[config.mk]
export PLATFORM = sky130hd
export DESIGN_NAME = ocu_isqrt
export DESIGN_NICKNAME = d
export VERILOG_FILES = /design/src/rtl/core/ocu_pkg.sv /design/src/rtl/core/ocu_isqrt.sv
export SDC_FILE = /design/constraint.sdc
export NUM_CORES = 1
export LEC_CHECK = 0
export BUFFER_PORTS_ARGS = -buffer_cell sky130_fd_sc_hd__buf_2
export CORE_ASPECT_RATIO = 1.75
export CORE_UTILIZATION = 60
export CTS_CLUSTER_SIZE = 30
export DETAILED_ROUTE_END_ITERATION = 8
export PLACE_DENSITY_LB_ADDON = 0.08
export SLEW_MARGIN = 20
export SYNTH_ARGS = -nofsm -noshare
export SYNTH_HDL_FRONTEND = slang
export SYNTH_SLANG_ARGS = --single-unit
[constraint.sdc]
create_clock -name clk -period 13.35 [get_ports clk]
set_input_delay 2.67 -clock clk [delete_from_list [all_inputs] [get_ports clk]]
set_output_delay 2.67 -clock clk [all_outputs]
set_load 0.005 [all_outputs]
[src/rtl/core/ocu_pkg.sv]
// shared constants, types and helper functions for the orbit camera update block
// no dependencies; used by ocu_mul, ocu_isqrt and orbit_camera_update_top
package ocu_pkg;

	// number formats
	localparam int FRACTION_BITS = 16;
	localparam int CORDIC_STEPS  = 16;
	localparam int ANG_FRAC      = 24;
	localparam int ANG_SHIFT     = ANG_FRAC - FRACTION_BITS;

	// word widths
	localparam int VW = 33;          // trig values and vectors to normalize
	localparam int MW = 33;          // multiplier operands
	localparam int PW = 2 * MW + 1;  // signed product
	localparam int ZW = 36;          // cordic angle accumulator
	localparam int RW = 40;          // angle reduction
	localparam int QW = 15;          // quotient bits of a normalized component

	// angle constants
	localparam logic [RW-1:0] FULL_TURN = RW'(360) << FRACTION_BITS;
	localparam int RED_RAW   = 33 - $clog2(360 << FRACTION_BITS);
	localparam int RED_STEPS = (RED_RAW > 1) ? RED_RAW : 1;
	localparam logic signed [ZW-1:0] D90  = ZW'(90) << ANG_FRAC;
	localparam logic signed [ZW-1:0] D180 = ZW'(180) << ANG_FRAC;
	localparam logic signed [ZW-1:0] D270 = ZW'(270) << ANG_FRAC;
	localparam logic signed [ZW-1:0] D360 = ZW'(360) << ANG_FRAC;
	localparam logic signed [VW-1:0] CORDIC_X0 = VW'(652032874);

	// rounding offsets
	localparam logic signed [PW-1:0] HALF14 = PW'(1) << 13;
	localparam logic signed [PW-1:0] HALF30 = PW'(1) << 29;

	// saturation bounds
	localparam logic signed [39:0] SAT_HI = 40'sh00_7fff_ffff;
	localparam logic signed [39:0] SAT_LO = -40'sh00_8000_0000;

	// configuration register indexes
	localparam logic [2:0] CFG_START_PITCH   = 3'd0;
	localparam logic [2:0] CFG_START_YAW     = 3'd1;
	localparam logic [2:0] CFG_START_RADIUS  = 3'd2;
	localparam logic [2:0] CFG_START_PIVOT_X = 3'd3;
	localparam logic [2:0] CFG_START_PIVOT_Y = 3'd4;
	localparam logic [2:0] CFG_START_PIVOT_Z = 3'd5;

	typedef enum logic [1:0] {
		OP_ROTATE  = 2'd0,
		OP_STRAFE  = 2'd1,
		OP_RADIUS  = 2'd2,
		OP_RESTART = 2'd3
	} op_t;

	typedef enum logic [1:0] {
		DST_FWD = 2'd0,
		DST_RGT = 2'd1,
		DST_UP  = 2'd2
	} dst_t;

	typedef enum logic [12:0] {
		ST_IDLE  = 13'b0000000000001,
		ST_APPLY = 13'b0000000000010,
		ST_SMUL  = 13'b0000000000100,
		ST_RED   = 13'b0000000001000,
		ST_FOLD  = 13'b0000000010000,
		ST_CORD  = 13'b0000000100000,
		ST_FMUL  = 13'b0000001000000,
		ST_NSQ   = 13'b0000010000000,
		ST_ROOT  = 13'b0000100000000,
		ST_DIV   = 13'b0001000000000,
		ST_PMUL  = 13'b0010000000000,
		ST_XMUL  = 13'b0100000000000,
		ST_DONE  = 13'b1000000000000
	} state_t;

	// atan(2^-i) in degrees, 24 fraction bits
	function automatic logic [31:0] atan_deg(input logic [4:0] i);
		logic [31:0] r;
		case (i)
			5'd0:  r = 32'd754974720;
			5'd1:  r = 32'd445687602;
			5'd2:  r = 32'd235489088;
			5'd3:  r = 32'd119537938;
			5'd4:  r = 32'd60000934;
			5'd5:  r = 32'd30029717;
			5'd6:  r = 32'd15018523;
			5'd7:  r = 32'd7509720;
			5'd8:  r = 32'd3754917;
			5'd9:  r = 32'd1877466;
			5'd10: r = 32'd938734;
			5'd11: r = 32'd469367;
			5'd12: r = 32'd234684;
			5'd13: r = 32'd117342;
			5'd14: r = 32'd58671;
			5'd15: r = 32'd29335;
			5'd16: r = 32'd14668;
			5'd17: r = 32'd7334;
			5'd18: r = 32'd3667;
			5'd19: r = 32'd1833;
			5'd20: r = 32'd917;
			5'd21: r = 32'd458;
			5'd22: r = 32'd229;
			5'd23: r = 32'd115;
			5'd24: r = 32'd57;
			5'd25: r = 32'd29;
			5'd26: r = 32'd14;
			5'd27: r = 32'd7;
			5'd28: r = 32'd4;
			5'd29: r = 32'd2;
			default: r = 32'd0;
		endcase
		return r;
	endfunction

	// clamp to the signed 32-bit range
	function automatic logic signed [31:0] sat32(input logic signed [39:0] v);
		logic signed [31:0] r;
		if (v > SAT_HI)
			r = 32'sh7fff_ffff;
		else if (v < SAT_LO)
			r = 32'sh8000_0000;
		else
			r = v[31:0];
		return r;
	endfunction

	// magnitude of a signed word
	function automatic logic [MW-1:0] mag(input logic signed [MW-1:0] x);
		logic [MW:0] e;
		e = {x[MW-1], x};
		return x[MW-1] ? MW'(-e) : MW'(e);
	endfunction

endpackage

[src/rtl/core/ocu_isqrt.sv]
// floor integer square root of a 64-bit word, one result bit per cycle
// depends on ocu_pkg
module ocu_isqrt (
	input  logic        clk,
	input  logic        arst_n,
	input  logic        start,
	input  logic [63:0] n,
	output logic        done,
	output logic [31:0] root
);
	import ocu_pkg::*;

	logic [63:0] rem_q;
	logic [63:0] res_q;
	logic [63:0] bit_q;
	logic        busy_q;
	logic        done_q;
	logic [64:0] trial;
	logic        ge;

	always_comb begin
		trial = {1'b0, res_q} + {1'b0, bit_q};
		ge    = {1'b0, rem_q} >= trial;
	end

	// control
	always_ff @(posedge clk or negedge arst_n) begin
		if (!arst_n) begin
			busy_q <= 1'b0;
			done_q <= 1'b0;
		end else begin
			done_q <= busy_q && bit_q[0];
			if (start)
				busy_q <= 1'b1;
			else if (busy_q && bit_q[0])
				busy_q <= 1'b0;
		end
	end

	// one bit pair per cycle
	always_ff @(posedge clk) begin
		if (start) begin
			rem_q <= n;
			res_q <= '0;
			bit_q <= 64'd1 << 62;
		end else if (busy_q) begin
			if (ge) begin
				rem_q <= rem_q - trial[63:0];
				res_q <= (res_q >> 1) + bit_q;
			end else begin
				res_q <= res_q >> 1;
			end
			bit_q <= bit_q >> 2;
		end
	end

	assign done = done_q;
	assign root = res_q[31:0];

endmodule

After elaboration in Yosys (flattened, before gate mapping)
Cells that the tools add are included.
Storage, ports and cells
  register bits after elaboration: 162
  bits of input ports: 67
  output and inout port bits: 33
Cells by class
  $lt $le $gt $ge: 1
  reductions and logical operators: 5
  multiplexer cells: 6
  $add $sub $neg: 3
Operator list (number)
  $mux W64: 4
  $add A64 B63 Y65: 1
  $ge A64 B65 Y1: 1
  $add A63 B63 Y64: 1
  $sub A64 B64 Y64: 1
  $reduce_bool A2 Y1: 3
  $mux W1: 2
  $reduce_and A2 Y1: 1
  $logic_and A1 B1 Y1: 1

Logic depth before layout (Yosys ltp)
Gate-level depths: netlist of the first run.
  word-level depth: 5
  gate-level depth with buffers: 25

Worst setup path after synthesis of the first run
OpenSTA, ideal clock, no wires.
  kind: reg-to-reg
  start: register res_q[2]
  end: register rem_q[0] (enable)
  stages on the path, launching flop included: 22
  data arrival time: 9081 ps
  slack: 3695 ps
  buffers on the path: 2
  required time: 12776 ps
  cells stage by stage: dfxtp_1 -> ha_1 -> a31oi_1 -> a211oi_1 -> a31oi_1 -> o31ai_1 -> inv_1 -> o41ai_1 -> a31oi_1 -> xnor2_1 -> ha_1 -> clkbuf_1 -> nand4_1 -> o211ai_1 -> a31oi_1 -> a21oi_1 -> a31oi_1 -> a21oi_2 -> or2_2 -> buf_2 -> nand2_1 -> o21ai_0
On the way
  longest elaborated chain between the ends: 4
RTL lines
  start: declaration: RTL line ocu_isqrt.sv:14  | logic [63:0] res_q;
  start signal: assignment: RTL line ocu_isqrt.sv:49  | res_q <= (res_q >> 1) + bit_q;
  start signal: assignment: RTL line ocu_isqrt.sv:51  | res_q <= res_q >> 1;
  $add A64 B63 Y65: RTL line ocu_isqrt.sv:22  | trial = {1'b0, res_q} + {1'b0, bit_q};
  $ge A64 B65 Y1: RTL line ocu_isqrt.sv:23  | ge = {1'b0, rem_q} >= trial;
  $reduce_bool A2 Y1 (no source line)
  $reduce_and A2 Y1 (no source line)
  end signal: assignment: RTL line ocu_isqrt.sv:43  | rem_q <= n;
  end signal: assignment: RTL line ocu_isqrt.sv:48  | rem_q <= rem_q - trial[63:0];
  end: declaration: RTL line ocu_isqrt.sv:13  | logic [63:0] rem_q;
No other way between the ends.
A chain may end at the register's enable or synchronous reset.

Worst setup path after layout of the first run
  start: register res_q[2]
  end: register rem_q[63] (enable)
The elaborated chain is that of the path after synthesis.

==> flow_summary.ini, run 1 <==
[status]
status = finished with violations
violations = DRC

[detailed_routing]
drcViolationCount = 4
vias_per_cell = 6.97
firstDrtPassIters = 9
wl_per_cell_um = 22.5
wirelength_um = 51900
ant_nets = 0
num_vias = 16100
initialDrtViolationCount = 1404

[place]
place_congestion = 0.984
dpl.hpwl_um = 38400
dpl_cell_area_mm2 = 0.0162
port-buffer-count = 99

[yosys]
syn_area_per_cell_um2 = 7.97
synth_nets = 2206
netlist_instances = 2008
ys_ff_latch = 162
ys_seq_area_frac = 0.243
synth-edff-count = 64
yosys.cell_types.count = 89
yosys_warnings = 0
syn-cell-area_mm2 = 0.0160
synthFlopType = dfxtp_1
async_flop_share = 0.0123

[setup_path]
worst_setup_path_end_kind = register
crit_arrival_ns = 7.97
cp.required_ns = 13.43
critPathMaxFanout = 64
crit_path_start_kind = register
cp-startpoint = res_q[2]$_SDFFE_PP0P_
path_class = register to register
r2r-start = res_q[2]$_SDFFE_PP0P_

[pwr]
internal_power_mw = 1.88
peakVddDrop_mv = 0.155
p_comb_frac = 0.624
powerDensity_mw_per_mm2 = 220
p_switching_mw = 1.82
sw_frac_of_total = 0.491
p_leak_nw = 6.71
p_seq_frac = 0.240
clkPwrFrac = 0.136

[min_path]
worstHoldStart = res_q[0]$_SDFFE_PP0P_
min_path_type = register to register

[clock_tree]
postCtsSetupBuffers = 0
clock_sinks = 162
clkTransAtPathRegs_ns = 0.07
cts_tree = built
clk-insertion-delay-late_ns = 0.46
cts.path.max_buffers = 2
ctsResizeCount = 0
root_buffer = clkbuf_16
cts_made_buffers = 17
htree_levels = 4
holdBufCountCts = 0

[grt]
grt_max_degree = 95
globalRouteOverflowTotal = 0
grt_pass1_vias = 15400
grt_first_pass_wirelength_um = 81900
grt_use_total = 0.381
antenna_found_initial = 0

[die]
initial_utilization = 0.614
die_w_um = 125
die_y_um = 218
num_rows = 78
core_area_mm2 = 0.0261
die_area_mm2 = 0.0274
io_pins = 100

[final_layout]
fin_area_mm2 = 0.0168
fillers = 2377
layout_commonest_cell = nor2_1
n_antenna_cell = 0
nets = 2179
area_growth_pct = 5.03
drive_gt1_frac = 0.102
utilization = 0.645
mostFrequentLayoutCells = nor2_1, nand2_1, ha_1

[timing]
min_period_ns = 7.89
rsz0062_at_grt = no
clock.fmax_mhz = 127
final-max-slew-violation-count = 0
min_period_over_period = 0.591
setup_viol = 0
hold_viol_final = 0
max-slew-margin-rel = 0.255
tightest_slew_ns = 1.12
tns_ns = 0
skew_ns = 0.00983

[run]
drv_cap = 0
## layout make-up
cell class,count,area (um^2),share of cell area
tap,320,400,0.0238
clock buffer,26,556,0.0330
inverter,41,154,0.00915
timing repair buffer,109,577,0.0343
multi-input combinational,1650,11200,0.667
sequential,162,3900,0.232
clock inverter,3,15.0,0.000893
## through the flow
stage               hold slack (ns)  instances  power [mW]  setup slack, ns
CTS                           0.513       2311        3.65             5.64
global route                  0.523       2311        3.94             4.91
detailed placement            0.503       2282        3.13             5.67
finish                        0.511       2311        3.70             5.46
floorplan                     0.474       2008        2.59             3.69
global placement              0.488       2282        3.12             5.81
## synthesized netlist by cell type (all sizes together), types with 14 or more instances
library cell | count | area, um^2
a311oi | 45 | 394
a31oi | 63 | 400
a21oi | 120 | 608
o21bai | 33 | 248
dfxtp | 96 | 1920
and2 | 15 | 93.8
buf | 66 | 427
xor2 | 62 | 543
or4 | 29 | 218
o31a | 14 | 123
and3 | 20 | 125
a21o | 51 | 383
or3 | 16 | 100
a211oi | 36 | 285
a31o | 19 | 166
o211ai | 17 | 133
nand3 | 41 | 205
xnor2 | 60 | 526
ha | 130 | 1630
inv | 39 | 146
nand2 | 180 | 676
o31ai | 43 | 337
mux2i | 39 | 390
o21ai | 143 | 723
o21a | 18 | 135
edfxtp | 64 | 1920
clkbuf | 89 | 335
nor3 | 35 | 180
nor2 | 191 | 719
nand4 | 52 | 332
## path summary, 6_finish.rpt
kind	end	slack [ns]	depth (start not counted)
min in group asynchronous	busy_q$_DFFE_PN0P_	1.98	1
worst min register to register	res_q[0]$_SDFFE_PP0P_	0.51	2
worst max-delay path	rem_q[63]$_DFFE_PP_	5.46	21
worst min-delay path	res_q[0]$_SDFFE_PP0P_	0.51	2
worst max register to register	rem_q[63]$_DFFE_PP_	5.46	21
max in group asynchronous	busy_q$_DFFE_PN0P_	11.27	1
## worst max-delay path, cell delays in order, from the launching register on
cell and delay [ns]:
dfxtp_1 0.36, ha_1 0.37, a31oi_1 0.17, a211oi_1 0.50, a31oi_1 0.31, o31ai_1 0.84
inv_1 0.13, o41ai_1 0.54, a31oi_1 0.23, o21ai_1 0.20, xnor2_1 0.18, ha_1 0.27
a21oi_1 0.08, o21ai_0 0.23, nor3_1 0.11, a21oi_1 0.25, a31oi_1 0.17, a21oi_2 0.38
or2_2 0.76, nand2_1 0.41, o21ai_4 0.21, buf_4 0.73
## routing by layer
| layer | share of wire | vias to the layer above | GRT usage |
|---|---|---|---|
| li1 | - | 7608 | - |
| met1 | 0.39 | 7578 | 0.437 |
| met2 | 0.48 | 718 | 0.657 |
| met3 | 0.065 | 194 | 0.0585 |
| met4 | 0.063 | 0 | 0.249 |
| met5 | 0 | - | 0 |
## registers in the layout (all words and copies together) (netlist names)
| name | flops |
|---|---|
| bit_q | 32 |
| busy_q | 1 |
| done | 1 |
| rem_q | 64 |
| res_q | 64 |
## power groups by stage
stage	logic, mW	clock network [mW]	registers, mW
after floorplan	1.77	0	0.823
after global placement	2.23	0	0.888
after detailed placement	2.24	0	0.892
after CTS	2.27	0.504	0.882
after global routing	2.52	0.517	0.904
final	2.31	0.503	0.890
## logic make-up (layout without fill, tap and decap cells)
family | Yosys count | after routing | synth area share
multiplexers | 46 | 46 | 0.0293
buffers and inverters | 196 | 179 | 0.0572
AO/OA/AOI/OAI | 708 | 708 | 0.307
XOR/XNOR | 122 | 122 | 0.0667
flip-flops | 162 | 162 | 0.243
AND/OR/NAND/NOR | 643 | 643 | 0.194
adder cells (fa/ha/maj) | 131 | 131 | 0.103
Power figures use the tool's default switching activity.
==> run 2, diff against run 1 <==
==> constraint.sdc (replaced) <==
create_clock -name clk -period 7.9 [get_ports clk]
set_input_delay 1.58 -clock clk [delete_from_list [all_inputs] [get_ports clk]]
set_output_delay 1.58 -clock clk [all_outputs]
set_load 0.005 [all_outputs]
==> run 2 against run 1 <==
- the flow still finishes with violations (DRC)
- clock power rose by 66%
- power rose by 69%
- first-iteration DRC count rose by 4.5%
- via count rose by 0.20%
- wire length fell by 1.1%
==> flow_summary.ini, run 2 (synthesis results as in run 1) <==
[setup_path]
reg2reg_slack_ns = 0.77
crit_path_top_delay_cell = o31ai_1
crit_top_cell = a31oi_1
worst_setup_path_end_kind = register
max_stage_delay_ns = 0.83
crit_path_start_kind = register
path_cells = ha_1, a31oi_1, a211oi_1, a31oi_1, o31ai_1, inv_1, o41ai_1, a31oi_1, o21ai_1, xnor2_1, ha_1, a21oi_1, o21ai_0, nor3_1, a21oi_1, a31oi_1, a21oi_2, nor2_4, buf_12, o21ai_2, o221a_2
cp.required_ns = 8.31
path_class = register to register
critPathBufInv = 2
critPathMaxFanout = 68
critPathTopFamily = compound AO/OA/AOI/OAI gates
crit_arrival_ns = 7.54

[pwr]
peakVddDrop_mv = 0.287
p_leak_nw = 6.73
powerDensity_mw_per_mm2 = 371
internal_power_mw = 3.17
p_seq_frac = 0.238
p_switching_mw = 3.09
clkPwrFrac = 0.134
sw_frac_of_total = 0.494
p_comb_frac = 0.629

[clock_tree]
cts_tree = built
cts.path.max_buffers = 2
ctsResizeCount = 0
holdBufCountCts = 0
postCtsSetupBuffers = 0
clkTransAtPathRegs_ns = 0.07
root_buffer = clkbuf_16
clock_sinks = 162
cts_made_buffers = 17
clk-insertion-delay-late_ns = 0.47
htree_levels = 4

[timing]
setup_viol = 0
min_period_over_period = 0.902
tns_ns = 0
rsz0062_at_grt = no
hold_viol_final = 0
final-max-slew-violation-count = 0
min_period_ns = 7.13
tightest_slew_ns = 0.937
clock.fmax_mhz = 140
max-slew-margin-rel = 0.375
skew_ns = 0.0138

[detailed_routing]
drcViolationCount = 7
wirelength_um = 51300
firstDrtPassIters = 9
initialDrtViolationCount = 1467
wl_per_cell_um = 22.1
vias_per_cell = 6.96
ant_nets = 0
num_vias = 16100

[final_layout]
mostFrequentLayoutCells = nor2_1, nand2_1, ha_1
seq_area_mm2 = 0.00390
multi_input_area_mm2 = 0.0112
nets = 2183
reg_top3 = rem_q (64), res_q (64), bit_q (32)
fin_area_mm2 = 0.0169
layout_commonest_cell = nor2_1
fillers = 2346
drive_gt1_frac = 0.106
area_growth_pct = 5.30
n_antenna_cell = 0

[place]
place_congestion = 0.969
port-buffer-count = 99
dpl.hpwl_um = 37700
dpl_cell_area_mm2 = 0.0163

[run]
drv_cap = 0

[grt]
grt_use_total = 0.374
grt_max_degree = 104
globalRouteOverflowTotal = 0
grt_pass1_vias = 15200
grt_first_pass_wirelength_um = 80500
antenna_found_initial = 0

[die]
die_y_um = 218
io_pins = 100
num_rows = 78
initial_utilization = 0.614
die_area_mm2 = 0.0274
die_w_um = 125
core_area_mm2 = 0.0261

[min_path]
min_path_type = register to register

[status]
status = finished with violations
violations = DRC
==> run 2: cell count changes in the layout (fill, tap and decap cells not counted), sizes merged <==
| cell | change |
|---|---|
| bufinv | +1 |
| inv | +7 |
| buf | +4 |
| clkinvlp | +3 |
| clkbuf | -8 |
==> run 2: power groups by stage <==
stage | logic [mW] | clock network [mW] | registers [mW]
after floorplan | 2.99 | 0 | 1.37
after global placement | 3.79 | 0 | 1.48
after detailed placement | 3.82 | 0 | 1.49
after CTS | 3.85 | 0.841 | 1.47
after global routing | 4.27 | 0.867 | 1.51
final | 3.93 | 0.836 | 1.49
==> run 2: metrics by stage <==
stage	hold WS (ns)	worst slack [ns]	util	instances	total power [mW]
6_report	0.522	0.773	0.647	2318	6.25
5_1_grt	0.545	0.328	0.647	2318	6.65
4_1_cts	0.516	0.957	0.647	2318	6.17
3_5_place_dp	0.508	1.02	0.626	2286	5.31
3_3_place_gp	0.486	1.03	0.626	2286	5.27
2_1_floorplan	0.474	1.20	-	2008	4.36
==> run 2: worst reg2reg max path: cells and delay by family (launching register included) <==
| family | cells | cell delay, ns |
|---|---|---|
| flip-flops | 1 | 0.37 |
| buffers and inverters | 2 | 0.40 |
| AO/OA/AOI/OAI | 14 | 5.18 |
| AND/OR/NAND/NOR | 2 | 0.32 |
| adder cells (fa/ha/maj) | 2 | 0.65 |
| XOR/XNOR | 1 | 0.19 |
==> run 2: final timing paths <==
path                                       startpoint                endpoint  cells past startpoint
worst max-delay path            res_q[2]$_SDFFE_PP0P_  res_q[18]$_SDFFE_PP0P_                     21
worst min-delay path            bit_q[0]$_SDFFE_PP0P_      busy_q$_DFFE_PN0P_                      1
worst max register to register  res_q[2]$_SDFFE_PP0P_  res_q[18]$_SDFFE_PP0P_                     21
worst min register to register  bit_q[0]$_SDFFE_PP0P_      busy_q$_DFFE_PN0P_                      1
max in group asynchronous                      arst_n      busy_q$_DFFE_PN0P_                      1
min in group asynchronous                      arst_n      busy_q$_DFFE_PN0P_                      1
==> run 2: layer usage <==
| metal | share of wire | GRT usage | up-vias | wire length, um |
|---|---|---|---|---|
| met5 | 0 | 0 | - | 0 |
| met4 | 0.062 | 0.242 | 0 | 3200 |
| met3 | 0.059 | 0.0472 | 192 | 3010 |
| met2 | 0.48 | 0.632 | 702 | 24900 |
| met1 | 0.39 | 0.446 | 7624 | 20300 |
| li1 | - | - | 7613 | - |
==> run 2: layout make-up <==
| cell class | count | area share |
|---|---|---|
| Multi-Input combinational cell | 1650 | 0.665 |
| Sequential cell | 162 | 0.231 |
| Timing Repair Buffer | 113 | 0.0375 |
| Clock buffer | 18 | 0.0255 |
| Tap cell | 320 | 0.0237 |
| Inverter | 41 | 0.00913 |
| Clock inverter | 14 | 0.00764 |
